**src/hw/rtl/bhp_pkg.sv**
```systemverilog
// Shared types, constants and the control store of the beam histogram pruner.
// No dependencies.
package bhp_pkg;

   localparam int CAPACITY_DEF  = 16;
   localparam int HANDLE_W      = 16;
   localparam int SCORE_W       = 32;
   localparam int OCC_W         = 5;
   localparam int CFG_W         = 4;
   localparam int MAX_RESULTS   = 15;
   localparam int REM_W         = $clog2(MAX_RESULTS + 1);
   localparam int RANK_DEPTH    = (2 ** CFG_W) - 1;
   localparam int RANK_IDX_W    = $clog2(RANK_DEPTH);

   localparam logic [CFG_W-1:0] TRIGGER_RESET = CFG_W'(10);
   localparam logic [CFG_W-1:0] KEEP_RESET    = CFG_W'(5);

   // Register indexes
   localparam int CSR_IDX_W = 1;
   localparam logic [CSR_IDX_W-1:0] CSR_TRIGGER = 1'b0;
   localparam logic [CSR_IDX_W-1:0] CSR_KEEP    = 1'b1;

   // Step codes of the control program
   localparam int STEP_W = 4;
   localparam logic [STEP_W-1:0] ST_IDLE     = 4'd0;
   localparam logic [STEP_W-1:0] ST_FIND     = 4'd1;
   localparam logic [STEP_W-1:0] ST_CHECK    = 4'd2;
   localparam logic [STEP_W-1:0] ST_RANK_RD  = 4'd3;
   localparam logic [STEP_W-1:0] ST_RANK_USE = 4'd4;
   localparam logic [STEP_W-1:0] ST_THR      = 4'd5;
   localparam logic [STEP_W-1:0] ST_CNT_RD   = 4'd6;
   localparam logic [STEP_W-1:0] ST_CNT_USE  = 4'd7;
   localparam logic [STEP_W-1:0] ST_SETTLE   = 4'd8;
   localparam logic [STEP_W-1:0] ST_EM_RD    = 4'd9;
   localparam logic [STEP_W-1:0] ST_EM_USE   = 4'd10;
   localparam logic [STEP_W-1:0] ST_EMPTY    = 4'd11;

   // Wait selects: the step holds until its wait condition is met
   localparam logic [1:0] W_NONE = 2'd0;
   localparam logic [1:0] W_REQ  = 2'd1;
   localparam logic [1:0] W_OUT  = 2'd2;
   localparam logic [1:0] W_EMIT = 2'd3;

   // Jump conditions
   localparam logic [2:0] C_NEVER     = 3'd0;
   localparam logic [2:0] C_FULL      = 3'd1;
   localparam logic [2:0] C_FREE      = 3'd2;
   localparam logic [2:0] C_OVER      = 3'd3;
   localparam logic [2:0] C_LAST      = 3'd4;
   localparam logic [2:0] C_REM_ZERO  = 3'd5;
   localparam logic [2:0] C_EMIT_DONE = 3'd6;

   // Datapath operations
   localparam logic [3:0] OP_NOP    = 4'd0;
   localparam logic [3:0] OP_ACCEPT = 4'd1;
   localparam logic [3:0] OP_INSERT = 4'd2;
   localparam logic [3:0] OP_SETUP  = 4'd3;
   localparam logic [3:0] OP_READ   = 4'd4;
   localparam logic [3:0] OP_RANK   = 4'd5;
   localparam logic [3:0] OP_THR    = 4'd6;
   localparam logic [3:0] OP_TALLY  = 4'd7;
   localparam logic [3:0] OP_SETTLE = 4'd8;
   localparam logic [3:0] OP_EMIT   = 4'd9;
   localparam logic [3:0] OP_EMPTY  = 4'd10;

   typedef struct packed {
      logic [1:0]        wt_sel;
      logic [2:0]        cond_sel;
      logic [3:0]        op;
      logic [STEP_W-1:0] jmp;
      logic [STEP_W-1:0] nxt;
   } ucode_word_type;

   typedef struct packed {
      logic clear;
      logic push;
   } rank_ctl_type;

   function automatic ucode_word_type ucode_rom(input logic [STEP_W-1:0] step);
      ucode_word_type w;
      w = '{wt_sel: W_NONE, cond_sel: C_NEVER, op: OP_NOP, jmp: ST_IDLE, nxt: ST_IDLE};
      unique case (step)
         ST_IDLE:     w = '{W_REQ,  C_FULL,      OP_ACCEPT, ST_CHECK,  ST_FIND};
         ST_FIND:     w = '{W_NONE, C_FREE,      OP_INSERT, ST_CHECK,  ST_FIND};
         ST_CHECK:    w = '{W_NONE, C_OVER,      OP_SETUP,  ST_RANK_RD, ST_EMPTY};
         ST_RANK_RD:  w = '{W_NONE, C_NEVER,     OP_READ,   ST_IDLE,   ST_RANK_USE};
         ST_RANK_USE: w = '{W_NONE, C_LAST,      OP_RANK,   ST_THR,    ST_RANK_RD};
         ST_THR:      w = '{W_NONE, C_NEVER,     OP_THR,    ST_IDLE,   ST_CNT_RD};
         ST_CNT_RD:   w = '{W_NONE, C_NEVER,     OP_READ,   ST_IDLE,   ST_CNT_USE};
         ST_CNT_USE:  w = '{W_NONE, C_LAST,      OP_TALLY,  ST_SETTLE, ST_CNT_RD};
         ST_SETTLE:   w = '{W_NONE, C_REM_ZERO,  OP_SETTLE, ST_EMPTY,  ST_EM_RD};
         ST_EM_RD:    w = '{W_NONE, C_NEVER,     OP_READ,   ST_IDLE,   ST_EM_USE};
         ST_EM_USE:   w = '{W_EMIT, C_EMIT_DONE, OP_EMIT,   ST_IDLE,   ST_EM_RD};
         ST_EMPTY:    w = '{W_OUT,  C_NEVER,     OP_EMPTY,  ST_IDLE,   ST_IDLE};
         default:     w = '{W_NONE, C_NEVER,     OP_NOP,    ST_IDLE,   ST_IDLE};
      endcase
      return w;
   endfunction

endpackage

```
**src/hw/rtl/beam_histogram_pruner.sv**
```systemverilog
// Beam histogram pruner: a store of CAPACITY scored hypotheses with histogram
// pruning. Each request inserts one entry into the first free slot (dropped
// when the store is full). When occupancy then exceeds prune_trigger, the
// prune_keep-th best score (or the lowest, with fewer entries) becomes the
// threshold and every entry scoring strictly below it is removed, at most 15
// per request, lowest slots first; one response per removed handle, or one
// response with removed_valid low when nothing is removed. Every response of
// a request carries the final occupancy. A small control program steps a
// shared datapath around one RAM with one write port and one read port
// holding handles and scores. A request without pruning scans from slot 0 to
// the first free slot (no scan when the store is full), then checks the
// occupancy and responds. A pruning request adds two full passes over the
// store (rank, then count) and, when entries go, an emit pass that stops at
// the last removed slot, each reading the RAM for a slot and then using the
// word; response stalls can hold the emit pass. The next request is taken
// while the last response still waits in the output register.
// Depends on bhp_pkg, bhp_ram and bhp_rank.
module beam_histogram_pruner #(
   parameter int CAPACITY = bhp_pkg::CAPACITY_DEF
) (
   input  logic                                 clock,
   input  logic                                 reset,
   input  logic                                 req_valid,
   output logic                                 req_ready,
   input  logic [bhp_pkg::HANDLE_W-1:0]         req_entry_handle,
   input  logic signed [bhp_pkg::SCORE_W-1:0]   req_entry_score,
   output logic                                 rsp_valid,
   input  logic                                 rsp_ready,
   output logic [bhp_pkg::HANDLE_W-1:0]         rsp_removed_handle,
   output logic                                 rsp_removed_valid,
   output logic                                 rsp_last_result,
   output logic [bhp_pkg::OCC_W-1:0]            rsp_occupancy,
   input  logic                                 csr_wr_en,
   input  logic [bhp_pkg::CSR_IDX_W-1:0]        csr_index,
   input  logic [bhp_pkg::CFG_W-1:0]            csr_wr_data
);
   import bhp_pkg::*;

   localparam int IDX_W  = $clog2(CAPACITY);
   localparam int CNT_W  = $clog2(CAPACITY + 1);
   localparam int WIDE_W = CNT_W + OCC_W;
   localparam int WORD_W = HANDLE_W + SCORE_W;

   // Control
   logic [STEP_W-1:0]  step_ff, step_in;
   ucode_word_type     uword;
   logic               go;
   logic               cond;

   // Datapath state
   logic [IDX_W-1:0]          idx_ff, idx_in, idx_next;
   logic [CNT_W-1:0]          count_ff, count_in;
   logic [CAPACITY-1:0]       used_ff, used_in;
   logic [CFG_W-1:0]          trig_ff, trig_in;
   logic [CFG_W-1:0]          keep_ff, keep_in;
   logic [HANDLE_W-1:0]       hdl_ff, hdl_in;
   logic signed [SCORE_W-1:0] scr_ff, scr_in;
   logic signed [SCORE_W-1:0] thr_ff, thr_in;
   logic [REM_W-1:0]          rem_ff, rem_in;
   logic [REM_W-1:0]          emitted_ff, emitted_in;

   // Output register
   logic                rsp_valid_ff, rsp_valid_in;
   logic [HANDLE_W-1:0] rsp_hdl_ff, rsp_hdl_in;
   logic                rsp_rv_ff, rsp_rv_in;
   logic                rsp_last_ff, rsp_last_in;
   logic [OCC_W-1:0]    rsp_occ_ff, rsp_occ_in;

   // RAM and ranking
   logic                      ram_wr_en;
   logic                      ram_rd_en;
   logic [WORD_W-1:0]         ram_rd_data;
   logic [HANDLE_W-1:0]       rd_handle;
   logic signed [SCORE_W-1:0] rd_score;
   rank_ctl_type              rank_ctl;
   logic [RANK_IDX_W-1:0]     rank_sel;
   logic signed [SCORE_W-1:0] rank_score;

   // Derived
   logic              used_cur;
   logic              hit;
   logic              last_slot;
   logic              out_free;
   logic              emit_last;
   logic [WIDE_W-1:0] count_wide, trig_wide, kk_wide;
   logic [CFG_W-1:0]  kk;
   logic [CFG_W-1:0]  k_sel;

   assign uword     = ucode_rom(step_ff);
   assign rd_handle = ram_rd_data[WORD_W-1:SCORE_W];
   assign rd_score  = ram_rd_data[SCORE_W-1:0];
   assign used_cur  = used_ff[idx_ff];
   assign hit       = used_cur && (rd_score < thr_ff);
   assign last_slot = (idx_ff == IDX_W'(CAPACITY - 1));
   assign idx_next  = last_slot ? '0 : idx_ff + 1'b1;
   assign out_free  = !rsp_valid_ff || rsp_ready;
   assign emit_last = ((emitted_ff + REM_W'(1)) == rem_ff);

   assign count_wide = {{OCC_W{1'b0}}, count_ff};
   assign trig_wide  = {{(WIDE_W - CFG_W){1'b0}}, trig_ff};
   assign kk         = (keep_ff == '0) ? CFG_W'(1) : keep_ff;
   assign kk_wide    = {{(WIDE_W - CFG_W){1'b0}}, kk};
   assign k_sel      = (count_wide < kk_wide) ? count_wide[CFG_W-1:0] : kk;
   assign rank_sel   = RANK_IDX_W'(k_sel - 1'b1);

   // Step sequencing
   always_comb begin
      unique case (uword.wt_sel)
         W_NONE: go = 1'b1;
         W_REQ:  go = req_valid;
         W_OUT:  go = out_free;
         W_EMIT: go = !hit || out_free;
      endcase
      unique case (uword.cond_sel)
         C_NEVER:     cond = 1'b0;
         C_FULL:      cond = (count_ff == CNT_W'(CAPACITY));
         C_FREE:      cond = !used_cur;
         C_OVER:      cond = (count_wide > trig_wide);
         C_LAST:      cond = last_slot;
         C_REM_ZERO:  cond = (rem_ff == '0);
         C_EMIT_DONE: cond = hit && emit_last;
         default:     cond = 1'b0;
      endcase
      if (go) begin
         step_in = cond ? uword.jmp : uword.nxt;
      end else begin
         step_in = step_ff;
      end
   end

   assign req_ready = (step_ff == ST_IDLE);

   // Datapath
   always_comb begin
      idx_in       = idx_ff;
      count_in     = count_ff;
      used_in      = used_ff;
      hdl_in       = hdl_ff;
      scr_in       = scr_ff;
      thr_in       = thr_ff;
      rem_in       = rem_ff;
      emitted_in   = emitted_ff;
      ram_wr_en    = 1'b0;
      ram_rd_en    = 1'b0;
      rank_ctl     = '{clear: 1'b0, push: 1'b0};
      rsp_hdl_in   = rsp_hdl_ff;
      rsp_rv_in    = rsp_rv_ff;
      rsp_last_in  = rsp_last_ff;
      rsp_occ_in   = rsp_occ_ff;
      rsp_valid_in = rsp_valid_ff && !rsp_ready;

      if (go) begin
         unique case (uword.op)
            OP_NOP: begin
            end
            OP_ACCEPT: begin
               hdl_in = req_entry_handle;
               scr_in = req_entry_score;
               idx_in = '0;
            end
            OP_INSERT: begin
               if (!used_cur) begin
                  ram_wr_en       = 1'b1;
                  used_in[idx_ff] = 1'b1;
                  count_in        = count_ff + 1'b1;
               end else begin
                  idx_in = idx_next;
               end
            end
            OP_SETUP: begin
               idx_in         = '0;
               rem_in         = '0;
               rank_ctl.clear = 1'b1;
            end
            OP_READ: begin
               ram_rd_en = 1'b1;
            end
            OP_RANK: begin
               rank_ctl.push = used_cur;
               idx_in        = idx_next;
            end
            OP_THR: begin
               thr_in = rank_score;
               idx_in = '0;
            end
            OP_TALLY: begin
               if (hit && (rem_ff != REM_W'(MAX_RESULTS))) begin
                  rem_in = rem_ff + 1'b1;
               end
               idx_in = idx_next;
            end
            OP_SETTLE: begin
               count_in   = count_ff - CNT_W'(rem_ff);
               idx_in     = '0;
               emitted_in = '0;
            end
            OP_EMIT: begin
               if (hit) begin
                  used_in[idx_ff] = 1'b0;
                  emitted_in      = emitted_ff + 1'b1;
                  rsp_valid_in    = 1'b1;
                  rsp_hdl_in      = rd_handle;
                  rsp_rv_in       = 1'b1;
                  rsp_last_in     = emit_last;
                  rsp_occ_in      = count_wide[OCC_W-1:0];
               end
               idx_in = idx_next;
            end
            OP_EMPTY: begin
               rsp_valid_in = 1'b1;
               rsp_hdl_in   = '0;
               rsp_rv_in    = 1'b0;
               rsp_last_in  = 1'b1;
               rsp_occ_in   = count_wide[OCC_W-1:0];
            end
            default: begin
            end
         endcase
      end
   end

   // Configuration writes
   always_comb begin
      trig_in = trig_ff;
      keep_in = keep_ff;
      if (csr_wr_en) begin
         unique case (csr_index)
            CSR_TRIGGER: trig_in = csr_wr_data;
            CSR_KEEP:    keep_in = csr_wr_data;
         endcase
      end
   end

   always_ff @(posedge clock) begin
      if (reset) begin
         step_ff      <= ST_IDLE;
         count_ff     <= '0;
         used_ff      <= '0;
         trig_ff      <= TRIGGER_RESET;
         keep_ff      <= KEEP_RESET;
         idx_ff       <= '0;
         rem_ff       <= '0;
         emitted_ff   <= '0;
         rsp_valid_ff <= 1'b0;
      end else begin
         step_ff      <= step_in;
         count_ff     <= count_in;
         used_ff      <= used_in;
         trig_ff      <= trig_in;
         keep_ff      <= keep_in;
         idx_ff       <= idx_in;
         rem_ff       <= rem_in;
         emitted_ff   <= emitted_in;
         rsp_valid_ff <= rsp_valid_in;
      end
   end

   always_ff @(posedge clock) begin
      hdl_ff      <= hdl_in;
      scr_ff      <= scr_in;
      thr_ff      <= thr_in;
      rsp_hdl_ff  <= rsp_hdl_in;
      rsp_rv_ff   <= rsp_rv_in;
      rsp_last_ff <= rsp_last_in;
      rsp_occ_ff  <= rsp_occ_in;
   end

   bhp_ram #(
      .WIDTH (WORD_W),
      .DEPTH (CAPACITY)
   ) u_slot_ram (
      .clock   (clock),
      .wr_en   (ram_wr_en),
      .wr_addr (idx_ff),
      .wr_data ({hdl_ff, scr_ff}),
      .rd_en   (ram_rd_en),
      .rd_addr (idx_ff),
      .rd_data (ram_rd_data)
   );

   bhp_rank #(
      .DEPTH (RANK_DEPTH)
   ) u_rank (
      .clock      (clock),
      .reset      (reset),
      .ctl        (rank_ctl),
      .push_score (rd_score),
      .sel_idx    (rank_sel),
      .sel_score  (rank_score)
   );

   assign rsp_valid          = rsp_valid_ff;
   assign rsp_removed_handle = rsp_hdl_ff;
   assign rsp_removed_valid  = rsp_rv_ff;
   assign rsp_last_result    = rsp_last_ff;
   assign rsp_occupancy      = rsp_occ_ff;

endmodule

```
**src/hw/rtl/bhp_ram.sv**
```systemverilog
// Generic single write port, single read port RAM with registered read data.
// No dependencies.
module bhp_ram #(
   parameter int WIDTH = 8,
   parameter int DEPTH = 16
) (
   input  logic                     clock,
   input  logic                     wr_en,
   input  logic [$clog2(DEPTH)-1:0] wr_addr,
   input  logic [WIDTH-1:0]         wr_data,
   input  logic                     rd_en,
   input  logic [$clog2(DEPTH)-1:0] rd_addr,
   output logic [WIDTH-1:0]         rd_data
);

   logic [WIDTH-1:0] mem_ff [DEPTH];
   logic [WIDTH-1:0] rd_data_ff;

   always_ff @(posedge clock) begin
      if (wr_en) begin
         mem_ff[wr_addr] <= wr_data;
      end
      if (rd_en) begin
         rd_data_ff <= mem_ff[rd_addr];
      end
   end

   assign rd_data = rd_data_ff;

endmodule

```
**src/hw/rtl/bhp_rank.sv**
```systemverilog
// Sorted list of the best scores seen in one ranking pass, best first.
// Depends on bhp_pkg.
module bhp_rank #(
   parameter int DEPTH = bhp_pkg::RANK_DEPTH
) (
   input  logic                              clock,
   input  logic                              reset,
   input  bhp_pkg::rank_ctl_type             ctl,
   input  logic signed [bhp_pkg::SCORE_W-1:0] push_score,
   input  logic [$clog2(DEPTH)-1:0]          sel_idx,
   output logic signed [bhp_pkg::SCORE_W-1:0] sel_score
);
   import bhp_pkg::*;

   logic signed [SCORE_W-1:0] val_ff   [DEPTH];
   logic signed [SCORE_W-1:0] val_in   [DEPTH];
   logic signed [SCORE_W-1:0] prev_val [DEPTH];
   logic [DEPTH-1:0]          vld_ff;
   logic [DEPTH-1:0]          vld_in;
   logic [DEPTH-1:0]          ge;
   logic [DEPTH-1:0]          prev_ge;
   logic [DEPTH-1:0]          prev_vld;

   // Each cell keeps its value, takes the new score, or takes its upper neighbor
   always_comb begin
      for (int j = 0; j < DEPTH; j++) begin
         ge[j] = vld_ff[j] && (val_ff[j] >= push_score);
      end
      prev_val[0] = push_score;
      prev_vld[0] = 1'b1;
      prev_ge[0]  = 1'b1;
      for (int j = 1; j < DEPTH; j++) begin
         prev_val[j] = val_ff[j-1];
         prev_vld[j] = vld_ff[j-1];
         prev_ge[j]  = ge[j-1];
      end
      for (int j = 0; j < DEPTH; j++) begin
         val_in[j] = val_ff[j];
         vld_in[j] = vld_ff[j];
         if (ctl.clear) begin
            vld_in[j] = 1'b0;
         end else if (ctl.push && !ge[j]) begin
            if (prev_ge[j]) begin
               val_in[j] = push_score;
               vld_in[j] = 1'b1;
            end else begin
               val_in[j] = prev_val[j];
               vld_in[j] = prev_vld[j];
            end
         end
      end
   end

   always_ff @(posedge clock) begin
      if (reset) begin
         vld_ff <= '0;
      end else begin
         vld_ff <= vld_in;
      end
   end

   always_ff @(posedge clock) begin
      for (int j = 0; j < DEPTH; j++) begin
         val_ff[j] <= val_in[j];
      end
   end

   assign sel_score = val_ff[sel_idx];

endmodule

```
**config.mk**
```make
export PLATFORM = sky130hd
export DESIGN_NAME = beam_histogram_pruner
export DESIGN_NICKNAME = d
export VERILOG_FILES = /design/src/hw/rtl/bhp_pkg.sv /design/src/hw/rtl/beam_histogram_pruner.sv /design/src/hw/rtl/bhp_ram.sv /design/src/hw/rtl/bhp_rank.sv
export SDC_FILE = /design/constraint.sdc
export NUM_CORES = 2
export LEC_CHECK = 0
export BUFFER_PORTS_ARGS = -buffer_cell sky130_fd_sc_hd__buf_2
export CELL_PAD_IN_SITES_DETAIL_PLACEMENT = 1
export CELL_PAD_IN_SITES_GLOBAL_PLACEMENT = 1
export CORE_MARGIN = 4
export CORE_UTILIZATION = 51
export CTS_BUF_LIST = sky130_fd_sc_hd__clkbuf_8
export DETAILED_ROUTE_END_ITERATION = 6
export HOLD_SLACK_MARGIN = 0.08
export PLACE_DENSITY = 0.88
export REMOVE_ABC_BUFFERS = 1
export SLEW_MARGIN = 20
export SYNTH_ARGS = -nofsm -noshare
export SYNTH_HDL_FRONTEND = slang
export SYNTH_SLANG_ARGS = --single-unit
```
**constraint.sdc**
```tcl
create_clock -name clock -period 7.13 [get_ports clock]
set_input_delay 1.0695 -clock clock [delete_from_list [all_inputs] [get_ports clock]]
set_output_delay 1.0695 -clock clock [all_outputs]
set_load 0.05 [all_outputs]
```
=== Yosys cells after proc, flatten, opt, wreduce, memory -nomap -nowiden ===
Memories as Yosys holds them, arrays and structs flattened. A register that Yosys moved wholly into a read port is not among the register bits.
Cells that the tools add are included.

* Register bits after elaboration: 132
* Bits in latches: 0
* Bits in writable memories: 1248
* ROM bits: 272
* Output and inout port bits: 25
* Logic and storage cells: 271
* Memories: 3

{| class="wikitable"
|+ Memory list
! memory !! depth !! width !! rd ports !! clocked after memory_dff !! write ports !! line !! RTL
|-
| u_slot_ram.mem_ff || 16 || 48 || 1 || 1 || 1 || bhp_ram.sv:16 || <nowiki>logic [WIDTH-1:0] mem_ff [DEPTH];</nowiki>
|-
| u_rank.val_ff || 15 || 32 || 16 || 1 || 15 || bhp_rank.sv:15 || <nowiki>logic signed [SCORE_W-1:0] val_ff [DEPTH];</nowiki>
|-
| (no name shown) || 16 || 17 || 1 || 1 || 0 || bhp_pkg.sv:82 || <nowiki>unique case (step)</nowiki>
|}

* Add/sub/neg operators: 6
* Multipliers: 0
* Divide/modulo/power cells: 0
* Magnitude comparators: 20
* Eq/ne operators: 27
* Shifts and indexed selects: 0
* Mux-type cells: 102
* Bitwise logic cells: 4
* Reduce and logical (&&, ||, !) cells: 79

{| class="wikitable"
|+ Operator list
! kind !! count
|-
| 2-to-1 mux 32 bit || 44
|-
| >= comparator 32 bit || 15
|-
| one-hot mux 16 bit (2 select lines) || 2
|-
| 2-to-1 mux 16 bit || 3
|-
| 2-to-1 mux 4 bit || 9
|-
| logical AND 1 bit || 35
|-
| less-than comparator 32 bit || 1
|-
| 2-to-1 mux 1 bit || 29
|-
| one-hot mux 5 bit (2 select lines) || 2
|-
| zero test 1 bit || 19
|-
| AND 16 bit || 1
|-
| == test 4 x 3 -> 1 bit (second input constant) || 4
|-
| == test 4 bit (second input constant) || 4
|-
| inverter 16 bit || 1
|-
| bitwise OR 16 bit || 1
|-
| one-hot mux 4 bit (2 select lines) || 2
|-
| AND reduction 3 bit || 5
|-
| adder 4 x 1 -> 4 bit (second input constant) || 3
|-
| zero test 4 bit || 3
|-
| one-hot mux 4 bit (3 select lines) || 1
|-
| 2-to-1 mux 5 bit || 2
|-
| nonzero test 2 bit || 5
|-
| == test 3 bit (second input constant) || 3
|-
| == test 4 x 2 -> 1 bit (second input constant) || 2
|-
| other kinds (31) || 42
|}

=== Logic depth before layout (Yosys ltp) ===
* Word-level depth: 10
* Depth in mapped cells: 17
* Depth with buffers taken out: 15

=== Hierarchy ===
Synthesis repeated with hierarchy kept, for this count alone.

* Cell total of the unflattened synthesis: 5396
* Area total of the unflattened synthesis: 76489.6 µm²

{| class="wikitable"
|+ By module, submodules not included
! module !! instances !! cells each !! area an instance (µm²) !! sequential area each (µm²)
|-
| bhp_rank || 1 || 3464 || 38523.2 || 14714.1
|-
| bhp_ram || 1 || 1242 || 30171.4 || 24503.5
|-
| beam_histogram_pruner || 1 || 690 || 7795.0 || 4354.2
|}

=== Worst setup path after synthesis ===
No wires, ideal clock.

* Path kind: reg2reg
* Start: register u_slot_ram.rd_data_ff[19], in the netlist u_slot_ram.rd_data[19], read port of u_slot_ram.mem_ff
* End: register u_slot_ram.rd_data_ff[0], in the netlist u_slot_ram.rd_data[0], read port of u_slot_ram.mem_ff, enable pin
* Data arrival time: 6143 ps
* Slack: 474 ps
* Cell stages (with the launch flop): 13
* Buffers on the path: 2
* Period minus slack after synthesis: 6656 ps
* Path through: edfxtp_1 -> ha_1 -> a21oi_1 -> o21ai_0 -> a221oi_1 -> o221ai_1 -> a21oi_1 -> mux2_2 -> nor2_2 -> buf_4 -> buf_2 -> nand2_1 -> nor3_1

* Cells in the longest elaborated chain, start to end: 6

{| class="wikitable"
|+ Ends and longest elaborated chain
! element !! line !! RTL
|-
| from (decl) || bhp_ram.sv:17 || <nowiki>logic [WIDTH-1:0] rd_data_ff;</nowiki>
|-
| less-than comparator 32 bit || beam_histogram_pruner.sv:93 || <nowiki>assign hit = used_cur && (rd_score < thr_ff);</nowiki>
|-
| logical AND 1 bit || beam_histogram_pruner.sv:93 ||
|-
| zero test 1 bit || beam_histogram_pruner.sv:112 || <nowiki>W_EMIT: go = !hit || out_free;</nowiki>
|-
| logical OR 1 bit || beam_histogram_pruner.sv:112 ||
|-
| one-hot mux 1 bit (4 select lines) || beam_histogram_pruner.sv:108 || <nowiki>unique case (uword.wt_sel)</nowiki>
|-
| 2-to-1 mux 1 bit || beam_histogram_pruner.sv:152 || <nowiki>if (go) begin</nowiki>
|-
| via ram_rd_en || beam_histogram_pruner.sv:71 || <nowiki>logic ram_rd_en;</nowiki>
|}

The timed path passes the listed nets, and every way through them passes these cells.
A chain may end at the register's enable or synchronous reset.

==> metrics.md <==
| Metric | Value |
|---|---|
| Crit path max-delay family | `simple AND/OR/NAND/NOR gates` |
| Clock Pin Slew Worst Setup and Hold Paths | `0.07 ns` |
| Initial antenna violation count | `7` |
| Hold Path Class | `in2reg` |
| Most common cell after layout, fill and taps aside | `edfxtp_1` |
| Most frequent cells in the layout | `edfxtp_1 (1399), ha_1 (535), mux2_2 (452), mux4_2 (341), clkbuf_8 (237)` |
| Syn_area_per_cell | `16.3 sq um` |
| Crit-path slowest cell | `and2_2` |
| Slowest stage delay, CP | `0.81 ns` |
| 1st-pass router iterations | `5` |
| Synthesized area | `72800 sq um` |
| FP Rows | `138` |
| Slew headroom | `20.7%` |
| P_sw | `0.00768 W` |
| Final nets | `5252` |
| Routability Congestion | `0.877` |
| Net Sw Frac | `32.4%` |
| Final setup TNS | `0 ns` |
| Number of setup buffers added after CTS | `0` |
| Drt wl/cell | `32.1 um` |
| Syn. warnings | `0` |
| Pleak | `28.8 nW` |
| Post-CTS Hold Fix Bufs | `0` |
| Slew @ Worst Pin | `1.17 ns` |
| #FFs+latches synth | `1477` |
| Area grow syn2layout | `10.4%` |
| Vias in the first global route | `48000` |
| PnR worst setup slack | `1.09 ns` |
| Ys flop type | `edfxtp_1` |
| Number of max-cap violations | `0` |
| Depth of the CTS H-tree | `4` |
| Register area share after synthesis | `59.9%` |
| DRC Markers | `0` |
| Slew Limit Fails | `0` |
| Sink Count | `1477` |
| First-pass GRT wire length | `321000 um` |
| CORE AREA | `142000 sq um` |
| Post-synth EDFFs | `1399` |
| Outcome | `complete, no violations` |
| Crit-path cells | `buf_4 -> inv_1 -> ha_1 -> nand3_1 -> or3_1 -> or3_1 -> nor3_1 -> nand2_1 -> o211ai_1 -> nor3_1 -> mux2_2 -> o21ai_4 -> buf_4 -> and2_2` |
| Setup Crit Path Kind | `reg2reg` |
| Layout cells sized above 1 | `26.9%` |
| Routed Antenna Nets | `0` |
| Clk_lat worst skew | `1.00 ns` |
| VDD IR max | `0.434 mV` |
| Initial DRC Count | `5111` |
| CTS tree | `built` |
| Total CTS buffers | `232` |
| Vias post-DR | `44900` |
| Setup Slack @ Placement | `1.19 ns` |
| GRT Total Usage | `29.2%` |
| RSZ-0062 raised after global routing | `no` |
| DIE AREA | `149000 sq um` |
| I/O Buffers | `82` |
| Unique cell type count in the Yosys netlist | `79` |
| Die extent in y | `386 um` |
| Period utilisation layout | `84.7%` |
| Fillcell total | `13000` |
| DIE WIDTH | `386 um` |
| Power share of the sequential group | `46.7%` |
| Gr ovfl total | `0` |
| WP data arrival | `6.58 ns` |
| Worst endpoint required time | `7.67 ns` |
| Power per cell area | `295 nW/um^2` |
| Ports | `83` |
| Cell Int Power | `0.0160 W` |
| Post-synth ARST share | `0%` |
| Final setup vio count | `0` |
| Post-Route WL | `217000 um` |
| Pin count of the biggest net entering global routing | `152` |
| Post-detail-place hpwl | `135000 um` |
| CP Max Fanout | `34` |
| Min cycle time layout | `6.04 ns` |
| Initial core utilization | `51.4%` |
| Gate power share | `22.9%` |
| Worst setup EP type | `flip-flop` |
| WP buf/inv | `3` |
| Synthesized netlist cell count | `4468` |
| Clk pwr share | `30.4%` |
| Routed vias/inst | `6.65` |
| Reg2reg setup slack | `1.09 ns` |
| Clock root cell | `clkbuf_8` |
| CTS resizes | `0` |
| Final count of hold timing violations | `0` |
| Fmax | `0.166 GHz` |
| Startpoint types | `flip-flop` |
| Clock skew | `0.0872 ns` |
| Tot Pwr | `0.0237 W` |
| Max clock buf depth | `3` |
-- path summary, 6_finish.rpt --
kind	from	end	cells past startpoint
max	u_slot_ram.rd_data[31]$_DFFE_PP_	u_rank.val_ff[10][29]$_DFFE_PP_	14
min	req_entry_handle[12]	hdl_ff[12]$_DFFE_PP_	1
max reg2reg	u_slot_ram.rd_data[31]$_DFFE_PP_	u_rank.val_ff[10][29]$_DFFE_PP_	14
min reg2reg	count_ff[0]$_SDFFE_PP0P_	rsp_occupancy[0]$_DFFE_PP_	0
-- worst register-to-register path, delay by kind of cell (launching register included) --
family	cells	cell delay, ns
AO/OA/AOI/OAI	2	0.44
adder cells (fa/ha/maj)	1	0.42
buffers and inverters	3	1.25
flip-flops	1	0.36
AND/OR/NAND/NOR	7	2.82
multiplexers	1	0.32
-- metal layers --
layer	global-route usage, %	vias to the layer above	part of all wire, %
met5	0	-	0.012
met4	11.7	4	4.4
met3	4.64	517	6.9
met2	50.2	2341	51
met1	37.2	23400	38
li1	-	18600	-
-- registers in the layout (all words and copies together), names as in the netlist, 4 cells and up, named ones only --
register / cells
hdl_ff: 16
rsp_occupancy: 5
trig_ff: 4
keep_ff: 4
u_rank.val_ff: 480
u_slot_ram.mem_ff: 768
step_ff: 4
rsp_removed_handle: 16
emitted_ff: 4
scr_ff: 32
uword: 17
rem_ff: 4
thr_ff: 32
u_slot_ram.rd_data: 48
count_ff: 5
idx_ff: 4
u_rank.vld_ff: 15
-- cell usage after synthesis, types with 8 or more instances --
| library cell | instances | area, sq um |
|---|---|---|
| nand4_1 | 99 | 619 |
| buf_1 | 22 | 82.6 |
| a21o_1 | 177 | 1330 |
| o21a_1 | 54 | 405 |
| and3_1 | 26 | 163 |
| nand3_1 | 40 | 200 |
| nor2_1 | 128 | 480 |
| o21ai_0 | 72 | 360 |
| edfxtp_1 | 1399 | 42000 |
| a31oi_1 | 20 | 125 |
| buf_2 | 17 | 85.1 |
| nor2b_1 | 39 | 244 |
| mux2_2 | 453 | 5100 |
| inv_1 | 129 | 484 |
| or3_1 | 13 | 81.3 |
| mux4_2 | 341 | 7680 |
| xnor2_1 | 9 | 78.8 |
| nor3_1 | 31 | 155 |
| and2_1 | 30 | 188 |
| o22ai_1 | 9 | 56.3 |
| dfxtp_1 | 78 | 1560 |
| nand2_1 | 97 | 364 |
| o211ai_1 | 16 | 120 |
| clkbuf_1 | 161 | 604 |
| a211oi_1 | 88 | 661 |
| nand2b_1 | 19 | 119 |
| a21oi_1 | 158 | 791 |
| mux2i_1 | 83 | 831 |
| nor4_1 | 10 | 62.6 |
| a311oi_1 | 12 | 105 |
| ha_1 | 536 | 6710 |
| a21boi_0 | 8 | 60.1 |
-- through the flow --
step	area, sq um	hold slack (ns)	std cells	utilization [%]
CTS	80300	0.215	6740	56.7
global route	80300	0.221	6745	56.7
detailed placement	75800	0.464	6310	53.5
global placement	75800	0.452	6310	53.5
floorplan	72000	0.431	4265	-
finish	80300	0.283	6746	56.7
-- final cells by class --
class	count	area [sq um]	share of cell area, %
antenna	3	7.51	0.00934
sequential	1477	43600	54.2
inverter	129	484	0.603
tap	1890	2360	2.94
clock inverter	193	1180	1.47
timing repair buffer	158	1200	1.50
multi-input combinational	2659	28300	35.2
clock buffer	237	3260	4.06
-- cell families after synthesis --
family | Yosys count | synth area share [%]
buffers and inverters | 332 | 1.76
AO/OA/AOI/OAI | 671 | 6.21
adder cells (fa/ha/maj) | 537 | 9.25
flip-flops | 1477 | 59.9
XOR/XNOR | 15 | 0.181
AND/OR/NAND/NOR | 558 | 3.98
multiplexers | 878 | 18.7
-- power by group through the flow --
stage | Clock, W | Combinational [W] | Sequential (W)
floorplan | 0 | 0.00385 | 0.0111
global placement | 0 | 0.00502 | 0.0111
detailed placement | 0 | 0.00524 | 0.0112
CTS | 0.00727 | 0.00536 | 0.0110
global route | 0.00768 | 0.00578 | 0.0111
finish | 0.00720 | 0.00543 | 0.0111
Note: power is estimated with default switching activity, not from simulation.
